## src/btg_pkg.sv

```systemverilog
// ----------------------------------------------------------------------------
// btg_pkg
// Types, sequencer op codes and fixed constants shared by the gauge modules.
// ----------------------------------------------------------------------------
package btg_pkg;

	localparam int IN_W  = 64;
	localparam int OUT_W = 80;

	// sequencer ops, one per work cycle
	localparam logic [3:0] OP_VB_SCALE  = 4'd0;
	localparam logic [3:0] OP_VB_RECIP  = 4'd1;
	localparam logic [3:0] OP_OC_SCALE  = 4'd2;
	localparam logic [3:0] OP_OC_RECIP  = 4'd3;
	localparam logic [3:0] OP_CUR_SCALE = 4'd4;
	localparam logic [3:0] OP_CUR_RECIP = 4'd5;
	localparam logic [3:0] OP_SOC_SCALE = 4'd6;
	localparam logic [3:0] OP_SEG       = 4'd7;
	localparam logic [3:0] OP_DIV3      = 4'd8;
	localparam logic [3:0] OP_DIV2      = 4'd9;
	localparam logic [3:0] OP_DIV1      = 4'd10;
	localparam logic [3:0] OP_DIV0      = 4'd11;

	// led event codes
	localparam logic [1:0] LED_NONE  = 2'd0;
	localparam logic [1:0] LED_SOLID = 2'd1;
	localparam logic [1:0] LED_BLINK = 2'd2;

	localparam logic [2:0] FULL_CODE_RESET = 3'd5;
	localparam logic [3:0] NO_STATE        = 4'd9;

	// voltage: code * 42968 / 625 = code * 68 + code * 468 / 625
	localparam logic [20:0] VOLT_BASE_Q8 = 21'd665600;
	localparam logic [20:0] VOLT_INT     = 21'd68;
	localparam logic [25:0] VOLT_FRAC    = 26'd468;
	localparam logic [25:0] VOLT_RECIP   = 26'd13743896;
	localparam int          VOLT_SHIFT   = 33;

	// current: mag * 596788 / 3125 = mag * 190 + mag * 3038 / 3125
	localparam logic [20:0] CUR_INT   = 21'd190;
	localparam logic [25:0] CUR_FRAC  = 26'd3038;
	localparam logic [25:0] CUR_RECIP = 26'd43980466;
	localparam int          CUR_SHIFT = 37;
	localparam logic [13:0] CUR_WRAP  = 14'd8192;

	// ocv above 2600 mV in units of 1e-5 mV
	localparam logic [25:0] OCV_STEP = 26'd26855;
	localparam logic [6:0]  PCT_FULL = 7'd100;
	localparam logic [6:0]  PCT_EMPTY = 7'd0;

	localparam logic [28:0] OCV_THR [11] = '{
		29'd155000000, 29'd145000000, 29'd135000000, 29'd127000000,
		29'd122000000, 29'd118000000, 29'd114000000, 29'd108000000,
		29'd100000000, 29'd85000000,  29'd60000000
	};

	// segment width divided by ten
	localparam logic [21:0] SEG_DEN [10] = '{
		22'd1000000, 22'd1000000, 22'd800000, 22'd500000, 22'd400000,
		22'd400000,  22'd600000,  22'd800000, 22'd1500000, 22'd2500000
	};

	localparam logic [6:0] SEG_PCT_LO [10] = '{
		7'd90, 7'd80, 7'd70, 7'd60, 7'd50, 7'd40, 7'd30, 7'd20, 7'd10, 7'd0
	};

	typedef struct packed {
		logic       load;
		logic       run;
		logic [3:0] op;
		logic       publish;
	} btg_cmd_t;

endpackage

```

## src/btg_ctrl.sv

```systemverilog
// ----------------------------------------------------------------------------
// btg_ctrl
// Sequencer: accepts an item, steps the datapath ops and publishes the result.
// ----------------------------------------------------------------------------
module btg_ctrl (
	input  logic              clk,
	input  logic              arst_n,
	input  logic              in_valid,
	output logic              in_ready,
	output logic              out_valid,
	input  logic              out_ready,
	output btg_pkg::btg_cmd_t cmd
);
	import btg_pkg::*;

	localparam logic [1:0] ST_IDLE = 2'd0;
	localparam logic [1:0] ST_RUN  = 2'd1;
	localparam logic [1:0] ST_HOLD = 2'd2;

	logic [1:0] state_q;
	logic [3:0] op_q;
	logic       out_valid_q;
	logic       out_free;

	assign in_ready  = (state_q == ST_IDLE);
	assign out_valid = out_valid_q;
	assign out_free  = !out_valid_q || out_ready;

	always_comb begin
		cmd.load    = in_valid && (state_q == ST_IDLE);
		cmd.run     = (state_q == ST_RUN);
		cmd.op      = op_q;
		cmd.publish = (state_q == ST_HOLD) && out_free;
	end

	always_ff @(posedge clk or negedge arst_n) begin
		if (!arst_n) begin
			state_q     <= ST_IDLE;
			op_q        <= OP_VB_SCALE;
			out_valid_q <= 1'b0;
		end else begin
			case (state_q)
				ST_IDLE: begin
					if (in_valid) begin
						state_q <= ST_RUN;
						op_q    <= OP_VB_SCALE;
					end
				end
				ST_RUN: begin
					if (op_q == OP_DIV0) begin
						state_q <= ST_HOLD;
					end else begin
						op_q <= op_q + 4'd1;
					end
				end
				ST_HOLD: begin
					if (out_free) begin
						state_q <= ST_IDLE;
					end
				end
				default: begin
					state_q <= ST_IDLE;
				end
			endcase
			if (cmd.publish) begin
				out_valid_q <= 1'b1;
			end else if (out_ready) begin
				out_valid_q <= 1'b0;
			end
		end
	end

endmodule

```

## src/btg_dp.sv

```systemverilog
// ----------------------------------------------------------------------------
// btg_dp
// Datapath: shared multiplier, reciprocal scaling, segment search,
// four-step quotient divider, charge state tracking and output register.
// ----------------------------------------------------------------------------
module btg_dp (
	input  logic                      clk,
	input  logic                      arst_n,
	input  btg_pkg::btg_cmd_t         cmd,
	input  logic [btg_pkg::IN_W-1:0]  in_data,
	input  logic                      cfg_we,
	input  logic [2:0]                cfg_data,
	output logic [btg_pkg::OUT_W-1:0] out_data
);
	import btg_pkg::*;

	logic [13:0] vb_q;
	logic [13:0] oc_q;
	logic [13:0] mag_q;
	logic        neg_q;
	logic [2:0]  chg_q;
	logic        vbus_q;
	logic [51:0] p_q;
	logic [20:0] bat_q;
	logic [20:0] ocv_q;
	logic [21:0] cur_q;
	logic [6:0]  base_q;
	logic [24:0] rem_q;
	logic [21:0] den_q;
	logic [3:0]  quo_q;
	logic [2:0]  full_q;
	logic [3:0]  last_q;
	logic [OUT_W-1:0] out_q;

	logic [12:0] code13;
	logic [25:0] mul_a;
	logic [25:0] mul_b;
	logic [28:0] ocv_rel;
	logic [3:0]  seg;
	logic [1:0]  div_sh;
	logic [24:0] trial;
	logic [20:0] cur_mag;
	logic        chg_new;
	logic        is_full;
	logic [6:0]  pct;
	logic [1:0]  led;

	assign code13 = {in_data[44:40], in_data[39:32]};
	assign ocv_rel = p_q[28:0];
	assign div_sh  = 2'(OP_DIV0 - cmd.op);
	assign trial   = {3'b000, den_q} << div_sh;
	assign cur_mag = (21'(mag_q) * CUR_INT) + 21'(p_q[CUR_SHIFT +: 14]);
	assign is_full = (chg_q == full_q);
	assign chg_new = vbus_q && ({1'b0, chg_q} != last_q);
	assign pct     = is_full ? PCT_FULL : (base_q + {3'b000, quo_q});
	assign led     = chg_new ? (is_full ? LED_SOLID : LED_BLINK) : LED_NONE;
	assign out_data = out_q;

	always_comb begin
		case (cmd.op)
			OP_VB_SCALE: begin
				mul_a = 26'(vb_q);
				mul_b = VOLT_FRAC;
			end
			OP_VB_RECIP, OP_OC_RECIP: begin
				mul_a = 26'(p_q[22:0]);
				mul_b = VOLT_RECIP;
			end
			OP_OC_SCALE: begin
				mul_a = 26'(oc_q);
				mul_b = VOLT_FRAC;
			end
			OP_CUR_SCALE: begin
				mul_a = 26'(mag_q);
				mul_b = CUR_FRAC;
			end
			OP_CUR_RECIP: begin
				mul_a = 26'(p_q[24:0]);
				mul_b = CUR_RECIP;
			end
			OP_SOC_SCALE: begin
				mul_a = 26'(oc_q);
				mul_b = OCV_STEP;
			end
			default: begin
				mul_a = 26'd0;
				mul_b = 26'd0;
			end
		endcase
	end

	always_comb begin
		seg = 4'd0;
		for (int i = 0; i < 10; i++) begin
			if ((ocv_rel > OCV_THR[i+1]) && (ocv_rel <= OCV_THR[i])) begin
				seg = 4'(i);
			end
		end
	end

	always_ff @(posedge clk or negedge arst_n) begin
		if (!arst_n) begin
			full_q <= FULL_CODE_RESET;
			last_q <= NO_STATE;
		end else begin
			if (cfg_we) begin
				full_q <= cfg_data;
			end
			if (cmd.publish && chg_new) begin
				last_q <= {1'b0, chg_q};
			end
		end
	end

	always_ff @(posedge clk) begin
		if (cmd.load) begin
			vb_q   <= {in_data[13:8], in_data[7:0]};
			oc_q   <= {in_data[29:24], in_data[23:16]};
			neg_q  <= in_data[45];
			mag_q  <= in_data[45] ? (CUR_WRAP - {1'b0, code13}) : {1'b0, code13};
			chg_q  <= in_data[55:53];
			vbus_q <= in_data[56];
		end
		if (cmd.run) begin
			p_q <= mul_a * mul_b;
			case (cmd.op)
				OP_OC_SCALE: begin
					bat_q <= VOLT_BASE_Q8 + (21'(vb_q) * VOLT_INT)
						+ 21'(p_q[VOLT_SHIFT +: 14]);
				end
				OP_CUR_SCALE: begin
					ocv_q <= VOLT_BASE_Q8 + (21'(oc_q) * VOLT_INT)
						+ 21'(p_q[VOLT_SHIFT +: 14]);
				end
				OP_SOC_SCALE: begin
					cur_q <= neg_q ? (22'd0 - {1'b0, cur_mag}) : {1'b0, cur_mag};
				end
				OP_SEG: begin
					quo_q <= 4'd0;
					den_q <= SEG_DEN[seg];
					if (ocv_rel >= OCV_THR[0]) begin
						base_q <= PCT_FULL;
						rem_q  <= 25'd0;
					end else if (ocv_rel <= OCV_THR[10]) begin
						base_q <= PCT_EMPTY;
						rem_q  <= 25'd0;
					end else begin
						base_q <= SEG_PCT_LO[seg];
						rem_q  <= 25'(ocv_rel - OCV_THR[seg + 4'd1]);
					end
				end
				OP_DIV3, OP_DIV2, OP_DIV1, OP_DIV0: begin
					if (rem_q >= trial) begin
						rem_q          <= rem_q - trial;
						quo_q[div_sh]  <= 1'b1;
					end
				end
				default: begin
				end
			endcase
		end
		if (cmd.publish) begin
			out_q <= {7'd0, led, pct, cur_q, ocv_q, bat_q};
		end
	end

endmodule

```

## src/battery_telemetry_gauge.sv

```systemverilog
// ----------------------------------------------------------------------------
// battery_telemetry_gauge
// Fuel gauge for one charger telemetry poll: battery and open-circuit voltage,
// signed current, charge percentage from an open-circuit-voltage curve and
// an LED event on a charger state change.
// ----------------------------------------------------------------------------
// Each item is worked on alone: an accept cycle, twelve ops of a sequencer
// that drives one shared 26x26 multiplier (scaling and reciprocal steps for
// both voltages, the current and the ocv), a segment search and a four-step
// quotient divider for the interpolation, and a publish cycle. The output
// register lets the next item enter while a result waits; if the result is
// still not taken when the next one is done, the block waits.
// The full-state code is written on the cfg channel, which is always ready.
module battery_telemetry_gauge (
	input  logic        clk,
	input  logic        arst_n,
	input  logic        s_axis_tvalid,
	output logic        s_axis_tready,
	// vbat_low_byte, vbat_high_byte, ocv_low_byte, ocv_high_byte,
	// current_low_byte, current_high_byte, status_byte, vbus_present
	input  logic [63:0] s_axis_tdata,
	output logic        m_axis_tvalid,
	input  logic        m_axis_tready,
	// battery_mv_q8, open_circuit_mv_q8, current_ma_q8, charge_percent,
	// led_event
	output logic [79:0] m_axis_tdata,
	input  logic        cfg_valid,
	output logic        cfg_ready,
	input  logic [2:0]  cfg_data
);
	import btg_pkg::*;

	btg_cmd_t cmd;

	assign cfg_ready = 1'b1;

	btg_ctrl u_ctrl (
		.clk       (clk),
		.arst_n    (arst_n),
		.in_valid  (s_axis_tvalid),
		.in_ready  (s_axis_tready),
		.out_valid (m_axis_tvalid),
		.out_ready (m_axis_tready),
		.cmd       (cmd)
	);

	btg_dp u_dp (
		.clk      (clk),
		.arst_n   (arst_n),
		.cmd      (cmd),
		.in_data  (s_axis_tdata),
		.cfg_we   (cfg_valid),
		.cfg_data (cfg_data),
		.out_data (m_axis_tdata)
	);

endmodule

```

## config.mk

```make
export PLATFORM = sky130hd
export DESIGN_NAME = battery_telemetry_gauge
export DESIGN_NICKNAME = d
export VERILOG_FILES = /design/src/btg_pkg.sv /design/src/btg_ctrl.sv /design/src/btg_dp.sv /design/src/battery_telemetry_gauge.sv
export SDC_FILE = /design/constraint.sdc
export NUM_CORES = 2
export LEC_CHECK = 0
export ABC_CLOCK_PERIOD_IN_PS = 12500
export BUFFER_PORTS_ARGS = -buffer_cell sky130_fd_sc_hd__buf_2
export CAP_MARGIN = 5
export CORE_MARGIN = 2
export CORE_UTILIZATION = 50
export DETAILED_ROUTE_END_ITERATION = 12
export PLACE_DENSITY = 0.67
export RECOVER_POWER = 50
export SETUP_SLACK_MARGIN = 0.1
export SYNTH_ARGS = -nofsm -noshare
export SYNTH_HDL_FRONTEND = slang
export SYNTH_SLANG_ARGS = --single-unit
```

## constraint.sdc

```tcl
create_clock -name clk -period 12.5 [get_ports clk]
set_input_delay 1.25 -clock clk [delete_from_list [all_inputs] [get_ports clk]]
set_output_delay 1.25 -clock clk [all_outputs]
set_load 0.02 [all_outputs]
```

### Word-level counts from Yosys, hierarchy flattened

Memories as Yosys holds them, arrays and structs flattened. A register that Yosys moved wholly into a read port is not among the register bits.
Cells that the tools add are included.

| operators by class | value |
|---|---|
| $lt $le $gt $ge | 25 |
| multipliers | 4 |
| equal/unequal tests | 20 |
| shifts and indexed selects | 1 |
| add/subtract/negate cells | 13 |
| reduce and logical (&&, ||, !) cells | 33 |
| multiplexer cells | 36 |
| bitwise operators | 3 |

Operators by type and width:

| kind | number |
|---|---|
| $gt A29 B27 Y1 const B | 7 |
| $le A29 B27 Y1 const B | 7 |
| $pmux W26 S5 | 1 |
| $mux W25 | 5 |
| $pmux W25 S5 | 1 |
| $add A21 B14 Y21 | 3 |
| $le A29 B28 Y1 const B | 2 |
| $mul A25 B26 Y51 | 1 |
| $pmux W25 S2 | 1 |
| $sub A25 B25 Y25 | 2 |
| $add A20 B21 Y21 const A | 2 |
| $mul A14 B5 Y19 const B | 2 |
| $ge A29 B28 Y1 const B | 1 |
| $gt A29 B26 Y1 const B | 1 |
| $gt A29 B28 Y1 const B | 1 |
| $le A29 B26 Y1 const B | 1 |
| $ge A25 B25 Y1 | 1 |
| $shl A22 B2 Y25 | 1 |
| $sub A1 B21 Y22 const A | 1 |
| $mux W21 | 1 |
| $mux W7 | 3 |
| $mul A14 B7 Y20 const B | 1 |
| $mux W4 | 5 |
| $eq A4 B3 Y1 const B | 4 |
| 35 further kinds | 80 |

| word-level totals | value |
|---|---|
| input port bits | 72 |
| ROM bits | 928 |
| register bits | 285 |
| logic and storage cells | 162 |
| memories kept | 3 |
| output and inout port bits | 83 |

Memory list:

| name | words | bits a word | rd ports | clocked after memory_dff | wr ports | RTL line | RTL |
|---|---|---|---|---|---|---|---|
| (name not given) | 16 | 29 | 1 | 0 | 0 | btg_dp.sv:149 | `rem_q <= 25'(ocv_rel - OCV_THR[seg + 4'd1]);` |
| (name not given) | 16 | 22 | 1 | 1 | 0 | btg_dp.sv:140 | `den_q <= SEG_DEN[seg];` |
| (name not given) | 16 | 7 | 1 | 0 | 0 | btg_dp.sv:148 | `base_q <= SEG_PCT_LO[seg];` |

### Longest topological paths before layout

| logic depth | value |
|---|---|
| depth in word-level cells | 20 |
| gate-level depth with buffers | 37 |
| mapped depth without buffers | 34 |

### Modules after synthesis

A second synthesis with hierarchy kept.

| unflattened totals | value |
|---|---|
| cells, all modules | 3858 |
| area, all modules | 38655.8 µm² |

By module, submodules not included:

| module | times used | cells each | area each (µm²) |
|---|---|---|---|
| btg_dp | 1 | 3816 | 38266.7 |
| btg_ctrl | 1 | 40 | 377.9 |
| battery_telemetry_gauge | 1 | 2 | 11.3 |

### Least setup slack after synthesis

Ideal clock, no wire load.

| path | value |
|---|---|
| kind | reg2reg |
| start | register u_ctrl.op_q[1] |
| end | register u_dp.p_q[48], data pin |
| data required time | 12.242 ns |
| cell stages (with the launch flop) | 33 |
| library setup time | 0.258 ns |
| arrival time | 9.120 ns |
| buffers on the path | 3 |
| path slack | 3.122 ns |
| period minus slack after synthesis | 9.378 ns |
| cell sequence | dfrtp_1 -> clkinv_1 -> ha_1 -> clkbuf_1 -> o21ai_1 -> nand2_1 -> clkbuf_1 -> a221oi_1 -> nor2_1 -> nor2_1 -> inv_1 -> fa_1 -> inv_1 -> fa_1 -> inv_1 -> fa_1 -> fa_1 -> fa_1 -> fa_1 -> inv_1 -> fa_1 -> inv_1 -> ha_1 -> and3_1 -> clkbuf_1 -> nand2_1 -> or4_1 -> nand3b_1 -> o211a_1 -> o41ai_1 -> a31o_2 -> a21oi_1 -> xnor2_1 |

| on the way | value |
|---|---|
| cells in the longest elaborated chain, start to end | 4 |
| elaborated cells on any way between the ends | 13 |
| classes of those cells | mul (1); eq/ne (6); mux (2); reduce/logical (4) |

RTL lines:

| element | RTL line | RTL |
|---|---|---|
| start, declared | btg_ctrl.sv:21 | `logic [3:0] op_q;` |
| start signal, assigned | btg_ctrl.sv:53 | `op_q <= op_q + 4'd1;` |
| $eq A4 B2 Y1, or another cell as far along | btg_dp.sv:60 | `case (cmd.op)` |
| $reduce_or A2 Y1, on equally long branches | - |  |
| $pmux W25 S5 / $pmux W26 S5 (equally long branches) | btg_dp.sv:60 |  |
| $mul A25 B26 Y51 (*) | btg_dp.sv:125 | `p_q <= mul_a * mul_b;` |
| end signal, assigned | btg_dp.sv:125 |  |
| end, declared | btg_dp.sv:23 | `logic [51:0] p_q;` |

Every way passes the cells marked *; elsewhere a longest branch is shown, timed or not.
A chain may end at the register's enable or synchronous reset.

### Final worst setup path

| path | value |
|---|---|
| start | register u_ctrl.op_q[0] |
| end | register u_dp.p_q[50], data pin |

The elaborated chain is that of the path after synthesis.

==> results.toml <==
[synth]
synth_warnings = 0
synth_seq_cells = 296
seq_area_frac_synth = 0.228
syn_inst = 3884
yosys.area.top_type = "fa_1"
async_flop_share = 0.0473
yosysTopAreaCellShare = 0.285
syn_area_per_cell_um2 = 9.97
yosysUniqueCellTypes = 103
synth_area_um2 = 38700
synth_area_leaders = "fa_1 (29%), edfxtp_1 (22%), ha_1 (14%)"
yosys_most_used_dff = "edfxtp_1"
synth-edff-count = 282

[timing]
relSlewSlack = -1.59
fin_crit_ps = 10710
setup_viol = 0
setup_tns_ps = 0
clock-skew-final_ps = 40.3
rsz0062_at_grt = "no"
post-route-period-util = 0.857
hold_viol_final = 0
maxClockFrequency_mhz = 93.4
maxSlewViolCount = 197
tightest_slew_ps = 3890

[floorplan]
die_y_um = 282
num_io_pins = 155
initial_core_util = 0.502
rows = 102
dieArea_um2 = 79700
die_x_um = 282
design.core.area_um2 = 77100

[placed_design]
io_buffers = 128
place.gp.congestion = 1.03
dp_hpwl_mm = 91.4

[routing]
drtPass1Iterations = 5
antenna_left = 0
viasPerCell = 5.56
num_vias = 28321
wl_per_cell_um = 21.4
drc = 0
finalWirelength_mm = 109
drtIter0Drc = 2256

[cts]
cts_tree = "yes"
numCtsBuffers = 35
cts_hold_buf = 0
cts_root_buf = "clkbuf_16"
clock_latency_ps = 570
cts_buffer_depth = 3
cts.sinks = 296
ctsResizeCount = 0
postCtsSetupRepairBufs = 0
cts_max_level = 2
clk_pin_slew_ps = 60

[run_status]
violations = "max-capacitance violations, max-slew violations"
outcome = "complete, but fails checks"

[setup_path]
cp_slowest_stage_delay_ps = 960
path_class = "reg -> reg"
r2r-start = "u_ctrl.op_q[0]"
crit_fanout = 24
arrival_ps = 11020
cp_top_family = "adder cells"
cp_slowest_cell = "dfrtp_1"
worstSetupEndpointType = "flop"
critPathLaunch = "u_ctrl.op_q[0]"
critPathLaunchType = "flop"
required_ps = 12800
path_buf_inv = 9
r2r_setup_slack_ps = 1790

[worst_hold_path]
hp-class = "reg -> reg"
min-delay-start = "u_dp.bat_q[18]"

[grt]
globalRoute.totalOverflow = 0
grt_first_pass_wirelength_mm = 170
track_usage = 0.284
antenna_found_initial = 3
grt_max_degree = 75
grt_pass1_vias = 28953

[final_layout]
n_fill_cell = 7044
nets = 5080
syn_to_final_growth_pct = 8.33
drive_above_1_share = 0.0787

[flow_run]
maxCapViolations = 4
[path summary, 6_finish.rpt]
| path | cells after the start | endpoint |
|---|---|---|
| worst max-delay path | 33 | u_dp.p_q[50] |
| worst min-delay path | 0 | u_dp.out_data[18] |
| worst max register to register | 33 | u_dp.p_q[50] |
| worst min register to register | 0 | u_dp.out_data[18] |
| max in group asynchronous | 1 | u_ctrl.state_q[0] |
| min in group asynchronous | 1 | u_ctrl.op_q[2] |
[synthesized netlist by cell type, types with 5 or more instances]
cell type	number
nand3_1	61
o21a_1	25
ha_1	429
or4_1	5
nor3b_1	6
fa_1	552
nor3_1	39
edfxtp_1	282
a221oi_1	15
nand2b_1	30
a31oi_1	18
xor2_1	52
o22ai_1	13
mux2_2	16
nor2b_1	31
a21oi_1	145
a22o_1	8
dfrtp_1	10
o21ai_1	16
nor2_1	261
buf_1	8
a211oi_1	17
clkbuf_1	79
or3_1	21
nand4_1	22
a221o_1	13
o31ai_1	14
o21bai_1	20
inv_1	833
o211ai_1	7
nand2_1	291
and2_1	33
a211o_1	5
o41ai_1	9
o21ai_0	104
a21boi_0	7
xnor2_1	137
buf_4	9
mux2i_1	10
nor4_1	9
and3_1	35
a21o_1	67
or2_2	15
[metal layers]
| metal | global-route usage | routed length, µm | vias up |
|---|---|---|---|
| met3 | 0.0593 | 10400 | 211 |
| met5 | 0 | 21 | - |
| met4 | 0.113 | 4860 | 4 |
| met1 | 0.392 | 45800 | 14000 |
| li1 | - | - | 12901 |
| met2 | 0.439 | 48200 | 1205 |
[state kept, by name, summed over array words and instances (netlist names), 2 cells and up]
name / count
u_ctrl.op_q: 4
u_ctrl.state_q: 2
u_dp.base_q: 6
u_dp.bat_q: 21
u_dp.chg_q: 3
u_dp.cur_q: 22
u_dp.den_q: 16
u_dp.full_q: 3
u_dp.last_q: 4
u_dp.mag_q: 14
u_dp.oc_q: 14
u_dp.ocv_q: 21
u_dp.out_data: 73
u_dp.p_q: 47
u_dp.quo_q: 4
u_dp.rem_q: 25
u_dp.vb_q: 14
[cells in the final DEF (no fill, tap or decap), drive strengths merged, types with 12 or more instances in the layout]
| master | instances |
|---|---|
| inv | 839 |
| fa | 552 |
| ha | 429 |
| nand2 | 291 |
| edfxtp | 282 |
| nor2 | 264 |
| buf | 178 |
| a21oi | 148 |
| xnor2 | 137 |
| o21ai | 121 |
| a21o | 68 |
| nand3 | 61 |
| clkbuf | 60 |
| xor2 | 53 |
| nor3 | 40 |
| and3 | 35 |
| and2 | 35 |
| nor2b | 31 |
| nand2b | 30 |
| o21a | 26 |
| or3 | 23 |
| nand4 | 22 |
| a211oi | 21 |
| o21bai | 20 |
| a31oi | 19 |
| or2 | 17 |
| mux2 | 16 |
| a221oi | 16 |
| o31ai | 16 |
| clkinv | 15 |
| a221o | 14 |
| o22ai | 13 |
| conb | 12 |
[cells by family after synthesis]
family / Yosys count / synth area share
AOI/OAI and AO/OA: 558 / 0.0971
muxes: 26 / 0.00724
DFF: 296 / 0.228
adders and majority gates: 981 / 0.424
and+or+nand+nor: 893 / 0.108
xor gates and xnor gates: 190 / 0.0432
other: 2 / 0.000194
buffers and inverters: 938 / 0.0921
[layout make-up]
class / instances / area [µm²] / area share
clock inverters: 22 / 221 / 0.00528
diodes: 1 / 2.50 / 0.0000596
multi-input cells: 2660 / 26400 / 0.629
clock buffers: 41 / 940 / 0.0224
inverters: 837 / 3140 / 0.0749
repair buffers: 197 / 1120 / 0.0268
well taps: 1040 / 1300 / 0.0310
flip-flops and latches: 296 / 8820 / 0.210
[metrics by stage]
step	area, µm²	util	instances	worst slack, ps	hold WS (ps)
2_1_floorplan	38800	-	3894	3120	400
3_3_place_gp	40800	0.530	5030	1940	401
3_5_place_dp	40800	0.530	5030	1850	405
4_1_cts	42000	0.545	5093	1810	411
5_1_grt	42000	0.544	5093	1150	422
6_report	42000	0.544	5094	1790	414
Power is left out: the tool's default activity adds up to more than one toggle a clock period on the data nets, which glitch-free logic cannot reach.
